==> src/rtl/mawt_pkg.sv <==
`timescale 1ns / 1ps
// Shared types and constants for the multicast ack window tracker.
// No dependencies.
package mawt_pkg;

  localparam int unsigned DEF_CLIENTS    = 16;
  localparam int unsigned DEF_WINDOW_MAX = 64;
  localparam int unsigned SLOT_N         = 16;
  localparam int unsigned MAP_W          = 64;
  localparam int unsigned DIV_NW         = 20;
  localparam int unsigned DIV_DW         = 22;

  localparam logic [21:0] RTT_CAP    = 22'd3000000;
  localparam logic [21:0] RTT_FLOOR  = 22'd100;
  localparam logic [19:0] LIM_NUM    = 20'd1000000;
  localparam logic [19:0] RECIP_NUM  = 20'd65536;
  localparam logic [24:0] RECIP10    = 25'd26843546;
  localparam int unsigned RECIP10_SH = 28;
  localparam logic [14:0] W_ONE      = 15'd256;
  localparam logic [14:0] W_TWO      = 15'd512;
  localparam logic [7:0]  DUP_SAT    = 8'd255;
  localparam logic [7:0]  DUP_LIMIT  = 8'd3;

  typedef enum logic [1:0] {
    ACT_JOIN,
    ACT_RESP,
    ACT_UPDATE,
    ACT_LEAVE
  } act_e;

  typedef enum logic [1:0] {
    ST_DONE,
    ST_UNKNOWN,
    ST_STALE,
    ST_REFUSED
  } stat_e;

  typedef enum logic [3:0] {
    S_IDLE,
    S_LOAD,
    S_SMOOTH,
    S_SCALE,
    S_LIMGO,
    S_LIMWAIT,
    S_COUNT,
    S_ADJ,
    S_SQRT,
    S_SQFIN,
    S_RECIPWAIT,
    S_WRITE,
    S_EMIT
  } st_e;

  typedef struct packed {
    act_e             action;
    logic [3:0]       client;
    logic             slot_ok;
    logic             admit;
    logic             stale;
    logic [15:0]      ack_seq;
    logic [15:0]      slow;
    logic             rtt_upd;
    logic [21:0]      rtt_s;
    logic [21:0]      resp_rtt;
    logic [MAP_W-1:0] miss;
  } item_t;

endpackage

==> src/rtl/mawt_front.sv <==
`timescale 1ns / 1ps
// Front end: classifies each incoming transaction and queues it for the back end.
// Depends on mawt_pkg.
module mawt_front #(
  parameter int unsigned CLIENTS    = mawt_pkg::DEF_CLIENTS,
  parameter int unsigned WINDOW_MAX = mawt_pkg::DEF_WINDOW_MAX
) (
  input  logic                clk_i,
  input  logic                rst_ni,
  input  logic                start,
  output logic                busy,
  input  logic [1:0]          action_i,
  input  logic [3:0]          client_index_i,
  input  logic                admit_i,
  input  logic [15:0]         ack_seq_i,
  input  logic [15:0]         reported_max_seq_i,
  input  logic [15:0]         server_low_seq_i,
  input  logic [15:0]         server_max_seq_i,
  input  logic                rtt_valid_i,
  input  logic signed [31:0]  rtt_sample_i,
  input  logic [6:0]          bitmap_bits_i,
  input  logic [63:0]         received_map_i,
  output logic                item_valid_o,
  output mawt_pkg::item_t     item_o,
  input  logic                pop_i
);
  import mawt_pkg::*;

  localparam int unsigned QD = 2;

  item_t       cls;
  logic [31:0] smp;
  logic [15:0] stale_d, cnt_d, brk_d, gap_d;
  logic [16:0] nc, brk, n17;
  logic [6:0]  n, bits;
  logic [21:0] clamp_s;

  item_t       q_mem [QD];
  logic        wp_q, rp_q;
  logic [1:0]  cnt_q;
  logic        push, pop;

  always_comb begin
    smp     = $unsigned(rtt_sample_i);
    stale_d = ack_seq_i - server_low_seq_i;
    cnt_d   = reported_max_seq_i - ack_seq_i;
    brk_d   = ack_seq_i - server_max_seq_i;
    gap_d   = server_max_seq_i - ack_seq_i;
    nc      = cnt_d[15] ? 17'd0 :
              (({1'b0, cnt_d} > 17'(WINDOW_MAX)) ? 17'(WINDOW_MAX) : {1'b0, cnt_d});
    brk     = brk_d[15] ? {1'b0, gap_d} : 17'd0;
    n17     = (nc < brk) ? nc : brk;
    n       = n17[6:0];
    bits    = (bitmap_bits_i > 7'd64) ? 7'd64 : bitmap_bits_i;

    if (smp < 32'(RTT_FLOOR)) begin
      clamp_s = RTT_FLOOR;
    end else if (smp > 32'(RTT_CAP)) begin
      clamp_s = RTT_CAP;
    end else begin
      clamp_s = smp[21:0];
    end

    cls          = '0;
    cls.action   = act_e'(action_i);
    cls.client   = client_index_i;
    cls.slot_ok  = ({5'd0, client_index_i} < 9'(CLIENTS));
    cls.admit    = admit_i;
    cls.stale    = stale_d[15];
    cls.ack_seq  = ack_seq_i;
    cls.slow     = server_low_seq_i;
    cls.rtt_upd  = rtt_valid_i && (smp != 32'd0) && !smp[31];
    cls.rtt_s    = clamp_s;
    if (smp[31]) begin
      cls.resp_rtt = '0;
    end else if (smp > 32'(RTT_CAP)) begin
      cls.resp_rtt = RTT_CAP;
    end else begin
      cls.resp_rtt = smp[21:0];
    end
    for (int i = 0; i < MAP_W; i++) begin
      cls.miss[i] = (7'(i) < n) && ((7'(i) >= bits) || !received_map_i[i]);
    end
  end

  assign busy         = (cnt_q == 2'(QD));
  assign push         = start && !busy;
  assign pop          = pop_i && (cnt_q != 2'd0);
  assign item_valid_o = (cnt_q != 2'd0);
  assign item_o       = q_mem[rp_q];

  always_ff @(posedge clk_i) begin
    if (push) begin
      q_mem[wp_q] <= cls;
    end
  end

  always_ff @(posedge clk_i or negedge rst_ni) begin
    if (!rst_ni) begin
      wp_q  <= 1'b0;
      rp_q  <= 1'b0;
      cnt_q <= 2'd0;
    end else begin
      if (push) begin
        wp_q <= ~wp_q;
      end
      if (pop) begin
        rp_q <= ~rp_q;
      end
      case ({push, pop})
        2'b10:   cnt_q <= cnt_q + 2'd1;
        2'b01:   cnt_q <= cnt_q - 2'd1;
        default: cnt_q <= cnt_q;
      endcase
    end
  end

endmodule

==> src/rtl/mawt_div.sv <==
`timescale 1ns / 1ps
// Iterative restoring divider, one quotient bit per cycle.
// Depends on mawt_pkg.
module mawt_div (
  input  logic                        clk_i,
  input  logic                        rst_ni,
  input  logic                        start_i,
  input  logic [mawt_pkg::DIV_NW-1:0] num_i,
  input  logic [mawt_pkg::DIV_DW-1:0] den_i,
  output logic                        done_o,
  output logic [mawt_pkg::DIV_NW-1:0] quot_o
);
  import mawt_pkg::*;

  localparam int unsigned CW = $clog2(DIV_NW + 1);

  logic [DIV_DW-1:0] rem_q, den_q;
  logic [DIV_NW-1:0] quo_q;
  logic [CW-1:0]     cnt_q;
  logic              run_q, done_q;
  logic [DIV_DW:0]   remsh, diff;
  logic              qbit;

  always_comb begin
    remsh = {rem_q, quo_q[DIV_NW-1]};
    diff  = remsh - {1'b0, den_q};
    qbit  = (remsh >= {1'b0, den_q});
  end

  always_ff @(posedge clk_i) begin
    if (start_i) begin
      rem_q <= '0;
      quo_q <= num_i;
      den_q <= den_i;
    end else if (run_q) begin
      rem_q <= qbit ? diff[DIV_DW-1:0] : remsh[DIV_DW-1:0];
      quo_q <= {quo_q[DIV_NW-2:0], qbit};
    end
  end

  always_ff @(posedge clk_i or negedge rst_ni) begin
    if (!rst_ni) begin
      run_q  <= 1'b0;
      done_q <= 1'b0;
      cnt_q  <= '0;
    end else begin
      done_q <= 1'b0;
      if (start_i) begin
        run_q <= 1'b1;
        cnt_q <= CW'(DIV_NW);
      end else if (run_q) begin
        cnt_q <= cnt_q - CW'(1);
        if (cnt_q == CW'(1)) begin
          run_q  <= 1'b0;
          done_q <= 1'b1;
        end
      end
    end
  end

  assign done_o = done_q;
  assign quot_o = quo_q;

endmodule

==> src/rtl/mawt_back.sv <==
`timescale 1ns / 1ps
// Back end: client table, RTT and window update sequencer, NAK result emission.
// Depends on mawt_pkg and mawt_div.
module mawt_back #(
  parameter int unsigned WINDOW_MAX = mawt_pkg::DEF_WINDOW_MAX
) (
  input  logic            clk_i,
  input  logic            rst_ni,
  input  logic            item_valid_i,
  input  mawt_pkg::item_t item_i,
  output logic            pop_o,
  output logic            result_strobe_o,
  output logic [3:0]      out_client_o,
  output logic [1:0]      status_o,
  output logic            nak_valid_o,
  output logic [15:0]     nak_seq_o,
  output logic            last_o,
  output logic [14:0]     window_q8_o,
  output logic [15:0]     client_ack_o,
  output logic [21:0]     client_rtt_us_o
);
  import mawt_pkg::*;

  localparam logic [19:0] WCAP = 20'(WINDOW_MAX * 256);

  logic        tk_q    [SLOT_N];
  logic [15:0] tack_q  [SLOT_N];
  logic [15:0] twseq_q [SLOT_N];
  logic [14:0] twin_q  [SLOT_N];
  logic [7:0]  tdup_q  [SLOT_N];
  logic [21:0] trtt_q  [SLOT_N];

  st_e         st_q, st_d;
  item_t       it_q;
  logic        known_w_q, upd_q;
  logic [15:0] ack_w_q, wseq_w_q;
  logic [14:0] w_q;
  logic [7:0]  dup_q;
  logic [21:0] rtt_q;
  stat_e       status_q;
  logic [49:0] prod_q;
  logic [63:0] m_q, em_q, em_rest;
  logic [1:0]  k_q;
  logic [22:0] sv_q, bit_q;
  logic [23:0] root_q, sq_t, sq_sv;

  logic        known_now, adj_ok, lost_many, div_start;
  logic [15:0] dd, nws, nwd, adj_d;
  logic [24:0] smooth_x;
  logic [14:0] w_half, w2, wr;
  logic [19:0] div_num, div_quo, wsum;
  logic [21:0] div_den;
  logic        div_done;
  logic [5:0]  idx;

  mawt_div u_div (
    .clk_i   (clk_i),
    .rst_ni  (rst_ni),
    .start_i (div_start),
    .num_i   (div_num),
    .den_i   (div_den),
    .done_o  (div_done),
    .quot_o  (div_quo)
  );

  always_comb begin
    known_now = it_q.slot_ok && tk_q[it_q.client];
    dd        = it_q.ack_seq - tack_q[it_q.client];
    smooth_x  = {rtt_q, 3'b000} + {3'b000, rtt_q} + {3'b000, it_q.rtt_s};
    adj_d     = ack_w_q - wseq_w_q;
    adj_ok    = !adj_d[15];
    lost_many = (m_q != 64'd0);
    w_half    = w_q >> 1;
    w2        = (w_half < W_TWO) ? W_TWO : w_half;
    nws       = ack_w_q + {9'd0, w2[14:8]};
    nwd       = nws - wseq_w_q;
    sq_t      = root_q + {1'b0, bit_q};
    sq_sv     = {1'b0, sv_q} - sq_t;
    wr        = (root_q > {9'd0, w_q}) ? 15'd0 : (w_q - root_q[14:0]);
    wsum      = {5'd0, w_q} + div_quo;
    em_rest   = em_q & (em_q - 64'd1);
    div_start = 1'b0;
    div_num   = LIM_NUM;
    div_den   = rtt_q;
    if (st_q == S_LIMGO) begin
      div_start = 1'b1;
    end else if ((st_q == S_ADJ) && adj_ok && (dup_q < DUP_LIMIT) && !lost_many &&
                 (w_q != 15'd0)) begin
      div_start = 1'b1;
      div_num   = RECIP_NUM;
      div_den   = {7'd0, w_q};
    end
    idx = '0;
    for (int i = MAP_W - 1; i >= 0; i--) begin
      if (em_q[i]) begin
        idx = 6'(i);
      end
    end
  end

  always_comb begin
    st_d = st_q;
    case (st_q)
      S_IDLE: begin
        if (item_valid_i) begin
          st_d = S_LOAD;
        end
      end
      S_LOAD: begin
        if (it_q.action == ACT_UPDATE && known_now && !it_q.stale) begin
          st_d = it_q.rtt_upd ? S_SMOOTH : S_COUNT;
        end else begin
          st_d = S_WRITE;
        end
      end
      S_SMOOTH:  st_d = S_SCALE;
      S_SCALE:   st_d = S_LIMGO;
      S_LIMGO:   st_d = S_LIMWAIT;
      S_LIMWAIT: begin
        if (div_done) begin
          st_d = S_COUNT;
        end
      end
      S_COUNT: begin
        if (k_q == 2'd2) begin
          st_d = S_ADJ;
        end
      end
      S_ADJ: begin
        if (!adj_ok || dup_q >= DUP_LIMIT) begin
          st_d = S_WRITE;
        end else if (lost_many) begin
          st_d = S_SQRT;
        end else if (w_q != 15'd0) begin
          st_d = S_RECIPWAIT;
        end else begin
          st_d = S_WRITE;
        end
      end
      S_SQRT: begin
        if (bit_q == 23'd1) begin
          st_d = S_SQFIN;
        end
      end
      S_SQFIN: st_d = S_WRITE;
      S_RECIPWAIT: begin
        if (div_done) begin
          st_d = S_WRITE;
        end
      end
      S_WRITE: st_d = S_EMIT;
      S_EMIT: begin
        if (em_rest == 64'd0) begin
          st_d = S_IDLE;
        end
      end
      default: st_d = S_IDLE;
    endcase
  end

  always_comb begin
    pop_o           = (st_q == S_IDLE);
    result_strobe_o = (st_q == S_EMIT);
    out_client_o    = it_q.client;
    status_o        = status_q;
    nak_valid_o     = (em_q != 64'd0);
    nak_seq_o       = nak_valid_o ? (it_q.ack_seq + {10'd0, idx}) : 16'd0;
    last_o          = (em_rest == 64'd0);
    window_q8_o     = known_w_q ? w_q : 15'd0;
    client_ack_o    = known_w_q ? ack_w_q : 16'd0;
    client_rtt_us_o = known_w_q ? rtt_q : 22'd0;
  end

  always_ff @(posedge clk_i or negedge rst_ni) begin
    if (!rst_ni) begin
      st_q <= S_IDLE;
      for (int i = 0; i < SLOT_N; i++) begin
        tk_q[i] <= 1'b0;
      end
    end else begin
      st_q <= st_d;
      if (st_q == S_WRITE) begin
        tk_q[it_q.client] <= known_w_q;
      end
    end
  end

  always_ff @(posedge clk_i) begin
    case (st_q)
      S_IDLE: begin
        if (item_valid_i) begin
          it_q <= item_i;
        end
      end
      S_LOAD: begin
        ack_w_q   <= tack_q[it_q.client];
        wseq_w_q  <= twseq_q[it_q.client];
        w_q       <= twin_q[it_q.client];
        dup_q     <= tdup_q[it_q.client];
        rtt_q     <= trtt_q[it_q.client];
        known_w_q <= known_now;
        status_q  <= ST_DONE;
        upd_q     <= 1'b0;
        m_q       <= it_q.miss;
        k_q       <= 2'd0;
        if (it_q.action == ACT_JOIN) begin
          if (!known_now && (!it_q.slot_ok || !it_q.admit)) begin
            status_q <= ST_REFUSED;
          end else begin
            known_w_q <= 1'b1;
            if (!known_now) begin
              w_q   <= '0;
              rtt_q <= '0;
              dup_q <= '0;
            end
            ack_w_q  <= it_q.slow;
            wseq_w_q <= it_q.slow;
          end
        end else if (!known_now) begin
          status_q <= ST_UNKNOWN;
        end else begin
          case (it_q.action)
            ACT_RESP: rtt_q <= it_q.resp_rtt;
            ACT_UPDATE: begin
              if (it_q.stale) begin
                status_q <= ST_STALE;
              end else begin
                upd_q <= 1'b1;
                if (dd == 16'd0) begin
                  if (tdup_q[it_q.client] < DUP_SAT) begin
                    dup_q <= tdup_q[it_q.client] + 8'd1;
                  end
                end else if (!dd[15]) begin
                  ack_w_q <= it_q.ack_seq;
                  dup_q   <= '0;
                end
              end
            end
            ACT_LEAVE: known_w_q <= 1'b0;
            default:   known_w_q <= known_now;
          endcase
        end
      end
      S_SMOOTH: prod_q <= 50'(smooth_x) * 50'(RECIP10);
      S_SCALE:  rtt_q  <= prod_q[RECIP10_SH +: 22];
      S_LIMWAIT: begin
        if (div_done && ({13'd0, w_q} > {div_quo, 8'd0})) begin
          w_q <= (w_half < W_ONE) ? W_ONE : w_half;
        end
      end
      S_COUNT: begin
        m_q <= m_q & (m_q - 64'd1);
        k_q <= k_q + 2'd1;
      end
      S_ADJ: begin
        if (adj_ok) begin
          if (dup_q >= DUP_LIMIT) begin
            w_q   <= w2;
            dup_q <= '0;
            if (!nwd[15] && nwd != 16'd0) begin
              wseq_w_q <= nws;
            end
          end else if (lost_many) begin
            sv_q   <= {w_q, 8'd0};
            root_q <= '0;
            bit_q  <= 23'h400000;
          end else if (w_q == 15'd0) begin
            w_q      <= W_ONE;
            wseq_w_q <= ack_w_q;
          end
        end
      end
      S_SQRT: begin
        if ({1'b0, sv_q} >= sq_t) begin
          sv_q   <= sq_sv[22:0];
          root_q <= (root_q >> 1) + {1'b0, bit_q};
        end else begin
          root_q <= root_q >> 1;
        end
        bit_q <= bit_q >> 2;
      end
      S_SQFIN: begin
        w_q      <= (wr < W_TWO) ? W_TWO : wr;
        wseq_w_q <= ack_w_q;
        dup_q    <= '0;
      end
      S_RECIPWAIT: begin
        if (div_done) begin
          w_q      <= (wsum > WCAP) ? WCAP[14:0] : wsum[14:0];
          wseq_w_q <= ack_w_q;
        end
      end
      S_WRITE: begin
        tack_q[it_q.client]  <= ack_w_q;
        twseq_q[it_q.client] <= wseq_w_q;
        twin_q[it_q.client]  <= w_q;
        tdup_q[it_q.client]  <= dup_q;
        trtt_q[it_q.client]  <= rtt_q;
        em_q                 <= upd_q ? it_q.miss : 64'd0;
      end
      S_EMIT: em_q <= em_rest;
      default: em_q <= em_q;
    endcase
  end

endmodule

==> src/rtl/multicast_ack_window_tracker_top.sv <==
`timescale 1ns / 1ps
// Top level of the multicast ack window tracker.
// Depends on mawt_pkg, mawt_front, mawt_back (and mawt_div below it).
//
// Usage: a transaction is taken on a rising edge with start high and busy low;
// the action, client slot and packet fields are sampled on that edge. The front
// end classifies it and holds up to two transactions; busy is high only while
// both queue entries are full.
// Results appear on the result ports one per cycle, marked by result_strobe_o,
// and are taken at the edge ending that cycle; the receiver cannot stall them.
// An ack update gives one result per missing sequence (at least one result),
// last_o marking the final one; other actions give exactly one result.
// Join, join response, leave and refused or stale transactions go from the
// load state straight to the table write and then emit their result. An ack
// update reaches its first result after up to two passes of the shared
// divider (or one pass and a square root), then gives its further NAK
// results one per cycle. The back end processes one transaction at a time;
// that sets throughput.
// Reset clears the known-client flags and the queue; other table fields are
// written by a join before they are read.
module multicast_ack_window_tracker_top #(
  parameter int unsigned CLIENTS    = mawt_pkg::DEF_CLIENTS,
  parameter int unsigned WINDOW_MAX = mawt_pkg::DEF_WINDOW_MAX
) (
  input  logic               clk_i,
  input  logic               rst_ni,
  input  logic               start,
  output logic               busy,
  input  logic [1:0]         action_i,
  input  logic [3:0]         client_index_i,
  input  logic               admit_i,
  input  logic [15:0]        ack_seq_i,
  input  logic [15:0]        reported_max_seq_i,
  input  logic [15:0]        server_low_seq_i,
  input  logic [15:0]        server_max_seq_i,
  input  logic               rtt_valid_i,
  input  logic signed [31:0] rtt_sample_i,
  input  logic [6:0]         bitmap_bits_i,
  input  logic [63:0]        received_map_i,
  output logic               result_strobe_o,
  output logic [3:0]         out_client_o,
  output logic [1:0]         status_o,
  output logic               nak_valid_o,
  output logic [15:0]        nak_seq_o,
  output logic               last_o,
  output logic [14:0]        window_q8_o,
  output logic [15:0]        client_ack_o,
  output logic [21:0]        client_rtt_us_o
);
  import mawt_pkg::*;

  item_t item;
  logic  item_valid, pop;

  mawt_front #(
    .CLIENTS    (CLIENTS),
    .WINDOW_MAX (WINDOW_MAX)
  ) u_front (
    .clk_i              (clk_i),
    .rst_ni             (rst_ni),
    .start              (start),
    .busy               (busy),
    .action_i           (action_i),
    .client_index_i     (client_index_i),
    .admit_i            (admit_i),
    .ack_seq_i          (ack_seq_i),
    .reported_max_seq_i (reported_max_seq_i),
    .server_low_seq_i   (server_low_seq_i),
    .server_max_seq_i   (server_max_seq_i),
    .rtt_valid_i        (rtt_valid_i),
    .rtt_sample_i       (rtt_sample_i),
    .bitmap_bits_i      (bitmap_bits_i),
    .received_map_i     (received_map_i),
    .item_valid_o       (item_valid),
    .item_o             (item),
    .pop_i              (pop)
  );

  mawt_back #(
    .WINDOW_MAX (WINDOW_MAX)
  ) u_back (
    .clk_i           (clk_i),
    .rst_ni          (rst_ni),
    .item_valid_i    (item_valid),
    .item_i          (item),
    .pop_o           (pop),
    .result_strobe_o (result_strobe_o),
    .out_client_o    (out_client_o),
    .status_o        (status_o),
    .nak_valid_o     (nak_valid_o),
    .nak_seq_o       (nak_seq_o),
    .last_o          (last_o),
    .window_q8_o     (window_q8_o),
    .client_ack_o    (client_ack_o),
    .client_rtt_us_o (client_rtt_us_o)
  );

`ifndef NO_ASSERTIONS
  a_gap_after_last: assert property (@(posedge clk_i) disable iff (!rst_ni)
    result_strobe_o && last_o |=> !result_strobe_o)
    else $error("result strobe directly after final result");

  a_plain_is_single: assert property (@(posedge clk_i) disable iff (!rst_ni)
    result_strobe_o && !nak_valid_o |-> last_o)
    else $error("result without NAK is not the final one");

  a_nak_only_done: assert property (@(posedge clk_i) disable iff (!rst_ni)
    result_strobe_o && (status_o != ST_DONE) |-> !nak_valid_o)
    else $error("NAK reported with error status");
`endif

endmodule

==> config.mk <==
export PLATFORM = sky130hd
export DESIGN_NAME = multicast_ack_window_tracker_top
export DESIGN_NICKNAME = d
export VERILOG_FILES = /design/src/rtl/mawt_pkg.sv /design/src/rtl/mawt_front.sv /design/src/rtl/mawt_div.sv /design/src/rtl/mawt_back.sv /design/src/rtl/multicast_ack_window_tracker_top.sv
export SDC_FILE = /design/constraint.sdc
export NUM_CORES = 2
export LEC_CHECK = 0
export BUFFER_PORTS_ARGS = -buffer_cell sky130_fd_sc_hd__clkbuf_2
export CAP_MARGIN = 20
export CORE_MARGIN = 10
export CORE_UTILIZATION = 45
export CTS_CLUSTER_DIAMETER = 60
export DETAILED_ROUTE_END_ITERATION = 7
export GPL_ROUTABILITY_DRIVEN = 0
export PLACE_DENSITY = 0.66
export SETUP_SLACK_MARGIN = 0.5
export SLEW_MARGIN = 20
export SYNTH_ARGS = -nofsm -noshare
export SYNTH_HDL_FRONTEND = slang
export SYNTH_SLANG_ARGS = --single-unit
==> constraint.sdc <==
create_clock -name clk_i -period 11.25 [get_ports clk_i]
set_input_delay 0.5625 -clock clk_i [delete_from_list [all_inputs] [get_ports clk_i]]
set_output_delay 0.5625 -clock clk_i [all_outputs]
set_load 0.02 [all_outputs]
==> flow_summary.yaml <==
grt:
  grt_use_total_pct: 21.6
  grt_max_degree: 133
  overflow: 0
  grt_pass1_wl_mm: 423
  antenna_found_initial: 7
  grt_pass1_vias: 66000
floorplanning:
  design.die.area_sq_um: 255000
  die_w_um: 504
  initial_core_util_pct: 45.3
  num_rows: 177
  core_area_sq_um: 233000
  ioPinCount: 257
  die_y_um: 504
sta:
  slew_violations: 0
  worst_pin_slew_ns: 1.18
  min_period_over_period_pct: 87.8
  fin_tns_setup_ns: 0
  setup_viol: 0
  slew_headroom_pct: 20.8
  period_needed_ns: 9.87
  fin_skew_ns: 0.110
  rsz0062_at_grt: "false"
  hold_viol_final: 0
  fmax_mhz: 101
synth:
  synth_edf_count: 2013
  synth_ff_type: "edfxtp_1"
  avgSynthCellArea_sq_um: 14.2
  yosys_warnings: 0
  synth_top_area_share_pct: 57.2
  synth_top_cell_by_area: "edfxtp_1"
  async_reset_ff_share_pct: 1.50
  yosysSeqAreaShare_pct: 58.4
  netlist_instances: 7419
  ys_top_cells_by_area: "edfxtp_1 (57%), mux4_2 (8.0%), ha_1 (6.5%)"
  ys_types: 92
  synth_seq_cells: 2066
  synthesis.area_sq_um: 106000
place:
  numPortBuffers: 256
  place_inst: 10700
  hpwl_mm: 189
critical_path:
  path_buf_inv: 6
  critPathMaxFanout: 7
  worstPathArrival_ns: 10.48
  cpMaxStageDelayCell: "xnor2_1"
  critPathTopFamily: "adder cells"
  start_kind: "flop"
  crit_top_cell: "fa_1"
  critPathRequiredTime_ns: 11.86
  max_stage_delay_ns: 0.67
  critPathCaptureType: "flop"
  worstSetupPathType: "reg -> reg"
clocking:
  cts_root_buf: "clkbuf_16"
  htree_levels: 4
  cts_buffers: 210
  cts_tree: "built"
  insertion_delay_ns: 0.91
  post_cts_resized: 0
  clk_pin_slew_worst_paths_ns: 0.06
  cts_buffer_depth: 3
  cts.sinks: 2066
layout:
  final_cells: 11100
  layout_commonest_cell: "edfxtp_1"
  nFillCells: 19400
  layout.nets: 8799
  syn2layout_area_growth_pct: 12.4
  drive_gt1_share_pct: 17.3
  layout_common_cells: "edfxtp_1 (2013), inv_1 (587), ha_1 (546)"
routing:
  postRouteAntennaNets: 0
  wl_per_cell_um: 25.3
  wirelength_mm: 281
  drc: 0
  drt_iter0_markers: 7113
  via_per_inst: 5.90
  firstDrtPassIters: 7
  via_count: 65700
run_status:
  status: "finished clean"
min_path:
  hp-class: "in -> reg"
job:
  maxCapViolCount: 0
==> state kept, by name, summed over array words and instances (netlist names), 8 cells and up <==
register,count
u_back.trtt_q,352
u_front.q_mem,298
u_back.tack_q,256
u_back.twseq_q,256
u_back.twin_q,240
u_back.it_q,145
u_back.tdup_q,128
u_back.em_q,64
u_back.m_q,64
u_back.root_q,24
u_back.sv_q,23
u_back.prod_q,22
u_back.rtt_q,22
u_back.u_div.den_q,22
u_back.u_div.rem_q,22
u_back.u_div.quot_o,20
u_back.ack_w_q,16
u_back.tk_q,16
u_back.wseq_w_q,16
u_back.w_q,15
u_back.bit_q,12
u_back.dup_q,8
==> logic make-up after synthesis <==
group           after synthesis  share of synthesized area (%)
compound gates             1228                           7.48
xor+xnor                    213                           1.77
fa+ha+maj                   809                           11.4
buf+inv                     876                           3.16
flops                      2066                           58.4
mux                         590                           10.3
other cells                   1                        0.00355
simple gates               1636                           7.51
==> path summary, 6_finish.rpt <==
| path | from | end | slack [ns] | cells past startpoint |
|---|---|---|---|---|
| worst max-delay path | u_back.rtt_q[1]$_DFFE_PP_ | u_back.prod_q[49]$_DFFE_PP_ | 1.38 | 35 |
| worst min-delay path | received_map_i[47] | u_front.q_mem[0][47]$_DFFE_PP_ | 0.06 | 2 |
| worst max register to register | u_back.rtt_q[1]$_DFFE_PP_ | u_back.prod_q[49]$_DFFE_PP_ | 1.38 | 35 |
| worst min register to register | u_back.u_div.rem_q[21]$_SDFFE_PN0P_ | u_back.u_div.rem_q[21]$_SDFFE_PN0P_ | 0.45 | 2 |
| max in group asynchronous | rst_ni | u_front.rp_q$_DFFE_PN0P_ | 9.88 | 2 |
| min in group asynchronous | rst_ni | u_front.wp_q$_DFFE_PN0P_ | 0.64 | 2 |
==> per-layer routing <==
| metal | global-route usage [%] | up-vias | wire length (um) |
|---|---|---|---|
| met5 | 0 | - | 11 |
| met4 | 5.89 | 2 | 7710 |
| met3 | 3.28 | 442 | 20600 |
| met2 | 35.1 | 2800 | 134000 |
| met1 | 30.2 | 33500 | 119000 |
| li1 | - | 28900 | - |
==> final cells by class <==
| cell class | instances | area, sq um | area share [%] |
|---|---|---|---|
| clock buffer | 245 | 5400 | 4.55 |
| sequential | 2066 | 61700 | 51.9 |
| clock inverter | 145 | 1580 | 1.33 |
| antenna | 4 | 10.0 | 0.00843 |
| timing repair buffer | 462 | 3020 | 2.54 |
| inverter | 590 | 2210 | 1.87 |
| multi-input combinational | 4484 | 40900 | 34.5 |
| tap | 3132 | 3920 | 3.30 |
==> repair_timing <==
item,4_1_cts,5_1_grt
buffers inserted,0,0
hold endpoints to repair,138,0
endpoints found under the setup margin,0,0
hold buffers,56,0
==> metrics by stage <==
stage | hold slack, ns | setup WS [ns] | area, sq um | utilization [%]
after detailed placement | 0.447 | 1.50 | 111000 | 47.7
after CTS | 0.00212 | 1.45 | 119000 | 51.0
after global routing | 0.0203 | 0.734 | 119000 | 51.0
final | 0.0611 | 1.38 | 119000 | 51.0
after global placement | 0.447 | 1.64 | 111000 | 47.7
after floorplan | 0.267 | 2.06 | 106000 | -
==> worst register-to-register path: cells and delay by family (launching register included) <==
family                   cells  cell delay, ns
AO/OA/AOI/OAI               12            2.62
XOR/XNOR                     2            0.81
AND/OR/NAND/NOR              4            0.48
buffers and inverters        6            0.61
flip-flops                   1            0.45
adder cells (fa/ha/maj)     11            4.67
==> cells in the mapped netlist (11+ instances only) <==
master and n:
a2111oi_0 16, a211o_1 13, a211oi_1 30, a21o_1 82
a21oi_1 265, a221oi_1 61, a22oi_1 28, a31o_2 15
a31oi_1 68, and2_1 102, and3_1 47, buf_1 47
clkbuf_1 227, dfrtp_1 31, dfxtp_1 22, edfxtp_1 2013
fa_1 261, ha_1 546, inv_1 587, mux2_2 180
mux2i_1 33, mux4_2 377, nand2_1 527, nand2b_1 60
nand3_1 171, nand3b_1 11, nand4_1 43, nor2_1 339
nor2b_1 53, nor3_1 100, nor4_1 48, o211ai_1 25
o21a_1 52, o21ai_0 339, o21bai_1 43, o22ai_1 26
o311ai_0 22, o31ai_1 22, or2_2 22, or3_1 36
or4_1 26, xnor2_1 137, xor2_1 76
Power is left out: the tool's default activity adds up to more than one toggle a clock period on the data nets, which glitch-free logic cannot reach.
